$ cat src/hw/rtl/cer_pkg.sv
// Package for the K=7 rate-1/2 convolutional encoder with repetition.
// Holds the mode codes, tap constants, sizes and the encode result type.
// No dependencies.
package cer_pkg;

  typedef enum logic [1:0] {
    MODE_BYPASS    = 2'd0,
    MODE_RATE_HALF = 2'd1,
    MODE_REPEAT2   = 2'd2,
    MODE_REPEAT4   = 2'd3
  } mode_t;

  localparam logic [6:0] TAP_P1 = 7'h5b;
  localparam logic [6:0] TAP_P2 = 7'h79;

  localparam int BYTE_W = 8;
  localparam int CNT_W  = 4;   // bit count field, 0..15; counts above 8 are taken as 8
  localparam int HIST_W = 6;
  localparam int BUF_W  = 64;  // up to eight coded bytes per item
  localparam int TOT_W  = 7;   // coded bit total, 0..64

  localparam logic [CNT_W-1:0] MAX_BITS = 4'd8;

  // One item's coded bits (MSB first), their number and the next history.
  typedef struct packed {
    logic [BUF_W-1:0]  bits;
    logic [TOT_W-1:0]  total;
    logic [HIST_W-1:0] hist;
  } enc_res_t;

endpackage

$ cat src/hw/rtl/conv_encoder_k7_rate_half_repeat.sv
// Each accepted item waits in the input register, then moves to the result register,
// which hands out one byte a cycle while out_tready is high: at most 1 (bypass),
// 2 (rate half), 4, 8 (repeat four) bytes per item; none if the item has no bits.
// One more item waits in the input register; the input stalls until the final byte
// of the draining item leaves. Reset (rst_n low, synchronous) drops all items in
// flight, clears the history and sets mode to rate half.
module conv_encoder_k7_rate_half_repeat import cer_pkg::*; (
  input  logic        clk,
  input  logic        rst_n,
  // Configuration: mode register
  input  logic        cfg_wen,
  input  logic [1:0]  cfg_wdata,
  // Input items
  input  logic        in_tvalid,
  output logic        in_tready,
  input  logic [15:0] in_tdata,   // [7:0] data_byte, [11:8] bit_count, [15:12] zero
  input  logic        in_tlast,   // last_of_message
  // Result items
  output logic        out_tvalid,
  input  logic        out_tready,
  output logic [15:0] out_tdata,  // [7:0] coded_byte, [11:8] coded_bit_count, [15:12] zero
  output logic        out_tlast   // last_of_run
);

  mode_t             mode_r;
  logic [HIST_W-1:0] hist_r;

  // Input register
  logic              s1_valid_r, s1_valid_nxt;
  logic [BYTE_W-1:0] s1_data_r;
  logic [CNT_W-1:0]  s1_count_r;
  logic              s1_last_r;

  enc_res_t          enc_res;
  logic              emit_free;
  logic              load;
  logic              in_fire;
  logic [BYTE_W-1:0] out_byte;
  logic [CNT_W-1:0]  out_count;

  // Move the held item into the result register once it is free.
  assign load      = s1_valid_r && emit_free;
  assign in_tready = !s1_valid_r || emit_free;
  assign in_fire   = in_tvalid && in_tready;

  always_comb begin
    s1_valid_nxt = s1_valid_r;
    if (in_fire) begin
      s1_valid_nxt = 1'b1;
    end else if (load) begin
      s1_valid_nxt = 1'b0;
    end
  end

  always_ff @(posedge clk) begin
    if (!rst_n) begin
      s1_valid_r <= 1'b0;
      hist_r     <= '0;
      mode_r     <= MODE_RATE_HALF;
    end else begin
      s1_valid_r <= s1_valid_nxt;
      if (cfg_wen) begin
        mode_r <= mode_t'(cfg_wdata);
      end
      // Advance history as the item is encoded; clear it after the last one.
      if (load) begin
        hist_r <= s1_last_r ? '0 : enc_res.hist;
      end
    end
    if (in_fire) begin
      s1_data_r  <= in_tdata[7:0];
      s1_count_r <= in_tdata[11:8];
      s1_last_r  <= in_tlast;
    end
  end

  cer_encode u_encode (
    .mode      (mode_r),
    .data_byte (s1_data_r),
    .bit_count (s1_count_r),
    .hist      (hist_r),
    .res       (enc_res)
  );

  cer_emit u_emit (
    .clk        (clk),
    .rst_n      (rst_n),
    .load       (load),
    .load_res   (enc_res),
    .out_tready (out_tready),
    .out_tvalid (out_tvalid),
    .out_byte   (out_byte),
    .out_count  (out_count),
    .out_last   (out_tlast),
    .free       (emit_free)
  );

  assign out_tdata = {4'b0, out_count, out_byte};

endmodule

$ cat src/hw/rtl/cer_encode.sv
// Combinational encoder core: turns one data item and the bit history into
// up to 64 coded bits, packed MSB first. Depends on cer_pkg.
module cer_encode import cer_pkg::*; (
  input  mode_t             mode,
  input  logic [BYTE_W-1:0] data_byte,
  input  logic [CNT_W-1:0]  bit_count,
  input  logic [HIST_W-1:0] hist,
  output enc_res_t          res
);

  always_comb begin
    logic [13:0]       seq;
    logic [CNT_W-1:0]  n;
    logic [7:0]        vmask;
    logic [7:0]        p1;
    logic [7:0]        p2;
    logic [7:0]        dmask;
    logic [BUF_W-1:0]  b_half;
    logic [BUF_W-1:0]  b_rep2;
    logic [BUF_W-1:0]  b_rep4;

    n = (bit_count > MAX_BITS) ? MAX_BITS : bit_count;

    // Oldest history bit at 0, data bits follow in arrival order.
    seq[5:0] = hist;
    for (int i = 0; i < 8; i++) begin
      seq[6+i] = data_byte[7-i];
    end

    for (int i = 0; i < 8; i++) begin
      vmask[i]    = (4'(i) < n);
      dmask[7-i]  = vmask[i];
      p1[i]       = (^(seq[i +: 7] & TAP_P1)) & vmask[i];
      p2[i]       = (^(seq[i +: 7] & TAP_P2)) & vmask[i];
    end

    b_half = '0;
    b_rep2 = '0;
    b_rep4 = '0;
    for (int i = 0; i < 8; i++) begin
      b_half[63-2*i] = p1[i];
      b_half[62-2*i] = p2[i];
      for (int r = 0; r < 2; r++) begin
        b_rep2[63-4*i-2*r] = p1[i];
        b_rep2[62-4*i-2*r] = p2[i];
      end
      for (int r = 0; r < 4; r++) begin
        b_rep4[63-8*i-2*r] = p1[i];
        b_rep4[62-8*i-2*r] = p2[i];
      end
    end

    res.hist = seq[n +: 6];
    case (mode)
      MODE_BYPASS: begin
        res.bits  = {data_byte & dmask, 56'b0};
        res.total = {3'b0, n};
        res.hist  = hist;
      end
      MODE_RATE_HALF: begin
        res.bits  = b_half;
        res.total = {2'b0, n, 1'b0};
      end
      MODE_REPEAT2: begin
        res.bits  = b_rep2;
        res.total = {1'b0, n, 2'b0};
      end
      MODE_REPEAT4: begin
        res.bits  = b_rep4;
        res.total = {n, 3'b0};
      end
      default: begin
        res.bits  = b_half;
        res.total = {2'b0, n, 1'b0};
      end
    endcase
  end

endmodule

$ cat src/hw/rtl/cer_emit.sv
// Result register: holds one item's coded bits and hands them out a byte
// per accepted result, MSB first. Depends on cer_pkg.
module cer_emit import cer_pkg::*; (
  input  logic              clk,
  input  logic              rst_n,
  input  logic              load,
  input  enc_res_t          load_res,
  input  logic              out_tready,
  output logic              out_tvalid,
  output logic [BYTE_W-1:0] out_byte,
  output logic [CNT_W-1:0]  out_count,
  output logic              out_last,
  output logic              free
);

  logic [TOT_W-1:0] rem_r, rem_nxt;
  logic [BUF_W-1:0] bits_r, bits_nxt;
  logic             fire;

  assign out_tvalid = (rem_r != '0);
  assign fire       = out_tvalid && out_tready;
  assign out_last   = (rem_r <= TOT_W'(8));
  assign out_count  = out_last ? rem_r[CNT_W-1:0] : MAX_BITS;
  assign out_byte   = bits_r[BUF_W-1 -: BYTE_W];
  // Free when empty or when the final byte leaves in this cycle.
  assign free       = (rem_r == '0) || (out_tready && out_last);

  always_comb begin
    rem_nxt  = rem_r;
    bits_nxt = bits_r;
    if (load) begin
      rem_nxt  = load_res.total;
      bits_nxt = load_res.bits;
    end else if (fire) begin
      rem_nxt  = out_last ? '0 : rem_r - TOT_W'(8);
      bits_nxt = bits_r << BYTE_W;
    end
  end

  always_ff @(posedge clk) begin
    if (!rst_n) begin
      rem_r <= '0;
    end else begin
      rem_r <= rem_nxt;
    end
    bits_r <= bits_nxt;
  end

endmodule

$ cat config.mk
export PLATFORM = sky130hd
export DESIGN_NAME = conv_encoder_k7_rate_half_repeat
export DESIGN_NICKNAME = d
export VERILOG_FILES = /design/src/hw/rtl/cer_pkg.sv /design/src/hw/rtl/conv_encoder_k7_rate_half_repeat.sv /design/src/hw/rtl/cer_encode.sv /design/src/hw/rtl/cer_emit.sv
export SDC_FILE = /design/constraint.sdc
export NUM_CORES = 1
export LEC_CHECK = 0
export ABC_CLOCK_PERIOD_IN_PS = 3840
export BUFFER_PORTS_ARGS = -buffer_cell sky130_fd_sc_hd__clkbuf_2
export CAP_MARGIN = 20
export CORE_MARGIN = 3
export CORE_UTILIZATION = 35
export CTS_CLUSTER_SIZE = 14
export DETAILED_ROUTE_END_ITERATION = 7
export PLACE_DENSITY = 0.48
export SLEW_MARGIN = 20
export SYNTH_ARGS = -nofsm -noshare
export SYNTH_HDL_FRONTEND = slang
export SYNTH_SLANG_ARGS = --single-unit
$ cat constraint.sdc
create_clock -name clk -period 3.84 [get_ports clk]
set_input_delay 0.768 -clock clk [delete_from_list [all_inputs] [get_ports clk]]
set_output_delay 0.768 -clock clk [all_outputs]
set_load 0.005 [all_outputs]
# After elaboration in Yosys (flattened, before gate mapping)
# Cells that the tools add are included.
# word_totals
reg_bits,93
output_inout_bits,19
elab_cells,82
# op_classes
addsub,1
n_lt_le_gt_ge,10
n_eq_ne,4
shift,1
n_mux,12
bitwise,17
n_reduce_logical,29
# op_table
cell,count
71-bit case mux with 4 select lines,1
64-bit 2-to-1 mux,2
7-bit XOR reduction,16
7-bit 2-to-1 mux,3
1-bit bitwise AND,16
"3-bit by 4-bit < comparator with 1-bit output, first input constant",4
14-bit by 5-bit indexed part select with 6-bit output,1
6-bit 2-to-1 mux,2
8-bit bitwise AND,1
"1-bit by 4-bit < comparator with 1-bit output, first input constant",2
"2-bit by 4-bit < comparator with 1-bit output, first input constant",2
4-bit 2-to-1 mux,2
"7-bit by 4-bit <= comparator with 1-bit output, second input constant",1
7-bit zero test,1
7-bit nonzero test,1
"7-bit by 4-bit subtractor with 7-bit output, second input constant",1
"2-bit equality test, second input constant",2
"4-bit greater-than comparator, second input constant",1
1-bit logical AND,4
2-bit nonzero test,2
"2-bit by 1-bit equality test with 1-bit output, second input constant",1
2-bit zero test,1
1-bit logical OR,2
1-bit 2-to-1 mux,2
other kinds (3),3

# Depth between registers and ports, before layout
# depth
ltp_word,6
depth_mapped,9
depth_no_buf,7

# Modules after synthesis
# Synthesis repeated with hierarchy kept, for this count alone.
# unflattened
hier_cells,529
hier_area_um2,5919.4
# modules_own_cells
module,instances,cells_each,area_per_inst_um2,seq_area_each_um2
cer_emit,1,208,3220.6,2062.0
cer_encode,1,264,1870.5,0.0
conv_encoder_k7_rate_half_repeat,1,57,828.3,570.5

# Least setup slack after synthesis
# Ideal clock, no wire load.
# synth_path
path_type,register to register
from,register u_emit.rem_r[5]
to,register u_emit.bits_r[14] (enable)
setup_ps,389
arrival_ps,2516
t_required_ps,3451
setup_slack_ps,935
stages_incl_launch_ff,7
path_buffers,2
cell_sequence,dfxtp_1 > or4_4 > o32a_1 > or2_1 > buf_6 > clkbuf_1 > nand2_1
# synth_via
elab_chain_cells,5
elab_cells_between_ends,8
# synth_rtl
item,line_no,rtl
from (decl),cer_emit.sv:16,"logic [TOT_W-1:0] rem_r, rem_nxt;"
from (signal assigned),cer_emit.sv:44,rem_r <= rem_nxt;
7-bit by 4-bit <= comparator with 1-bit output,cer_emit.sv:22,assign out_last = (rem_r <= TOT_W'(8));
1-bit logical AND,cer_emit.sv:26,assign free = (rem_r == '0) || (out_tready && out_last);
1-bit logical OR,cer_emit.sv:26,
1-bit logical AND,conv_encoder_k7_rate_half_repeat.sv:42,assign load = s1_valid_r && emit_free;
2-bit nonzero test (no source line) *,-,
to (signal assigned),cer_emit.sv:46,bits_r <= bits_nxt;
to (decl),cer_emit.sv:17,"logic [BUF_W-1:0] bits_r, bits_nxt;"
# Every way passes the cells marked *; elsewhere a longest branch is shown, timed or not.
# A chain may end at the register's enable or synchronous reset.

# Final worst setup path
# layout_path
from,register u_emit.rem_r[5]
to,output in_tready
# layout_via
elab_chain_cells,4
elab_cells_between_ends,5
# layout_rtl
item,line_no,rtl
7-bit by 4-bit <= comparator with 1-bit output,cer_emit.sv:22,
1-bit logical AND,cer_emit.sv:26,
1-bit logical OR *,cer_emit.sv:26,
1-bit logical OR *,conv_encoder_k7_rate_half_repeat.sv:43,assign in_tready = !s1_valid_r || emit_free;
to (decl),conv_encoder_k7_rate_half_repeat.sv:15,"output logic in_tready,"
# Marks and branches as above.

==> out/results.txt <==
Pins Over Slew Limit = 0
Final wirelength = 10050 um
Clock Latency Late Sink = 0.33 ns
# IOs = 43
First-pass GRT wire length = 16590 um
WP data arrival = 2.26 ns
Post-synth EDFFs = 45
Status = finished clean
Setup_tns = 0 ns
Total track usage = 16.27%
Switching share of power = 30.28%
Post-Route Skew = 0.007631 ns
Die Span Y = 113.0 um
DRC Markers = 0
Worst path depth = 6
Post-cts resize count = 0
Total gr overflow = 0
Post-synthesis sequential area ratio = 41.72%
FF+latch area = 0.001672 mm2
DRT antenna net count = 0
Initial antenna violation count = 0
Post-Syn Area = 0.004006 mm2
Crit-path slowest cell = or4_4
Worst Setup Start Kind = flop
Buf/Inv on CP = 2
Crit path max-delay family = simple AND/OR/NAND/NOR gates
Wire length on met1 = 5046 um
IO Port Bufs = 34
Reg2reg path depth = 5
Total chip power = 2437 uW
#FFs+latches synth = 61
Largest net degree at the start of global routing = 33
Ys flop type = edfxtp_1
FF-to-FF setup slack = 1.01 ns
Post-DP HPWL = 7267 um
Clk slew on worst S/H paths = 0.05 ns
Hold Vio Cnt, Final = 0
Final period util = 78.73%
Multi-input gate area = 0.002059 mm2
Pint = 1699 uW
Die X = 113.0 um
Met2 wire length = 4483 um
Pwr dens = 538.6 mW/mm2
Post-CTS Setup Inserts = 0
1st-iter DRT viols = 182
Syn Area/Cell = 9.844 um2
Routed met3 length = 352 um
Fmax = 330.8 MHz
Clock tree buffer depth = 2
Leading post-synthesis cells by cell area = edfxtp_1, dfxtp_1, xnor3_1, nand2_1, xnor2_1
CP max stage delay = 0.55 ns
Top Layer Used = met4
CP Class = reg2out
Post-layout util = 41.02%
GP Congestion = 0.8007
Hold Path Stages = 1
# diodes = 0
DRT Pass-1 Iters = 5
CTS tree = done
Post-synthesis async set-or-reset flop share = 0%
Share of the synthesized area in the top cell type = 33.73%
Crit Path Max Fanout = 9
Final Setup Violations = 0
Slew at the pin with the worst max-slew slack = 0.9551 ns
Worst VDD drop = 0.2778 mV
CP Capture Type = output port
RSZ-0062 raised after global routing = false
Cell Chain, Critical Path = or4_4 -> o31a_1 -> nor2_1 -> a21oi_1 -> inv_1 -> clkbuf_2
Min Tclk post-route = 3.023 ns
Via count = 3134
Distinct cell type count after synthesis = 64
Syn. warnings = 0
Switch Pwr = 738.0 uW
Die ar. = 0.01277 mm2
Comb pwr share = 25.6%
Max-slew headroom = 36.32%
CTS Root Buffer Type = clkbuf_16
Power share of the clock group = 36.0%
Area leader, netlist = edfxtp_1
Layout Nets = 444
DR WL/cell = 17.82 um
Worst hold path class = reg2reg
Routed vias/inst = 5.557
H-tree levels = 3
Clock sinks = 61
Max-cap violations = 0
Fill count = 1071
Data required, critical path = 3.07 ns
Mapped Cells = 407
Core area = 0.01103 mm2
Site Rows = 38
Static Leak = 0.001775 uW
Sequential power share = 38.4%
Layout cell share with drive strength beyond 1 = 18.16%
Vias in the first global route = 3060
Area growth, synth to finish = 12.93%
Min Hold Slack = 0.4853 ns
Initial cell density of the core = 36.32%
Hold buffers post-CTS = 0
Cts bufs inserted = 9
Synth top cells by count = edfxtp_1, nand2_1, nor2_1
-- power groups by stage --
stage / clock (uW) / sequential, uW / combinational (uW)
3_5_place_dp: 0 / 948 / 619
4_1_cts: 895 / 937 / 623
6_report: 877 / 936 / 624
2_1_floorplan: 0 / 904 / 503
5_1_grt: 928 / 949 / 691
3_3_place_gp: 0 / 945 / 621
-- cell families (layout without fill, tap and decap cells) --
logic type | Yosys count | in the layout | share of synthesized area [%]
buf+inv | 59 | 73 | 7.215
simple gates | 131 | 131 | 15.90
flops | 61 | 61 | 41.72
xor+xnor | 35 | 35 | 10.93
other cells | 1 | 4 | 0.09360
mux | 16 | 16 | 5.372
compound gates | 103 | 103 | 18.46
fa+ha+maj | 1 | 1 | 0.3123
-- area by class of cell --
type                    instances  area share [%]
flip-flops and latches         61           36.95
repair buffers                 44           5.420
well taps                     140           3.872
multi-input cells             290           45.52
clock buffers                   9           4.978
inverters                      13           1.079
clock inverters                 7           2.185
-- final timing paths --
| check | start | end |
|---|---|---|
| min | hist_r[0] | hist_r[0] |
| max reg2reg | u_emit.rem_r[5] | u_emit.bits_r[60] |
| min reg2reg | hist_r[0] | hist_r[0] |
| max | u_emit.rem_r[5] | in_tready |
-- metal layers --
metal / vias up / global-route usage [%]
met4: 0 / 5.689
met5: - / 0
met3: 20 / 2.513
met2: 94 / 24.57
li1: 1513 / -
met1: 1507 / 23.76
-- sequential cells by signal, indices dropped and copies added, names as in the netlist --
signal	flops
s1_data_r	8
hist_r	6
u_emit.rem_r	7
u_emit.bits_r	32
s1_valid_r	1
s1_count_r	4
mode_r	2
s1_last_r	1
-- stage by stage --
step | std cells | cell area, um2 | setup WS (ns)
final | 564 | 4524 | 0.8166
after floorplan | 410 | 4018 | 0.9348
after CTS | 564 | 4522 | 0.8139
after global placement | 548 | 4198 | 0.9248
after detailed placement | 548 | 4198 | 0.9363
after global routing | 564 | 4524 | 0.6462
-- layout by cell type (no fill, tap or decap), types with 3 or more instances in the layout --
cell type,synthesis,layout
nand2_1,45,45
edfxtp_1,45,45
clkbuf_2,0,34
nor2_1,27,27
o21ai_0,22,22
xnor2_1,17,17
dfxtp_1,16,16
inv_1,13,13
a21oi_1,11,11
buf_4,12,10
nor3_1,9,9
xnor3_1,9,9
nand3_1,9,9
clkbuf_16,0,9
xor2_1,8,8
mux2i_1,8,8
nor2b_1,8,7
a31oi_1,7,7
or3_1,6,6
o21a_1,6,6
a32o_1,5,5
nand2b_1,4,4
or4_1,4,4
and2_1,4,4
or2_2,4,4
o22ai_1,4,4
and3_1,4,4
o211ai_1,4,4
o31ai_1,4,4
mux4_2,4,4
mux2_2,4,4
conb_1,1,4
a211oi_1,3,3
o22a_1,3,3
a311oi_1,3,3
a211o_1,3,3
a21boi_0,3,3
No activity file was read; power rests on OpenSTA's default activity.
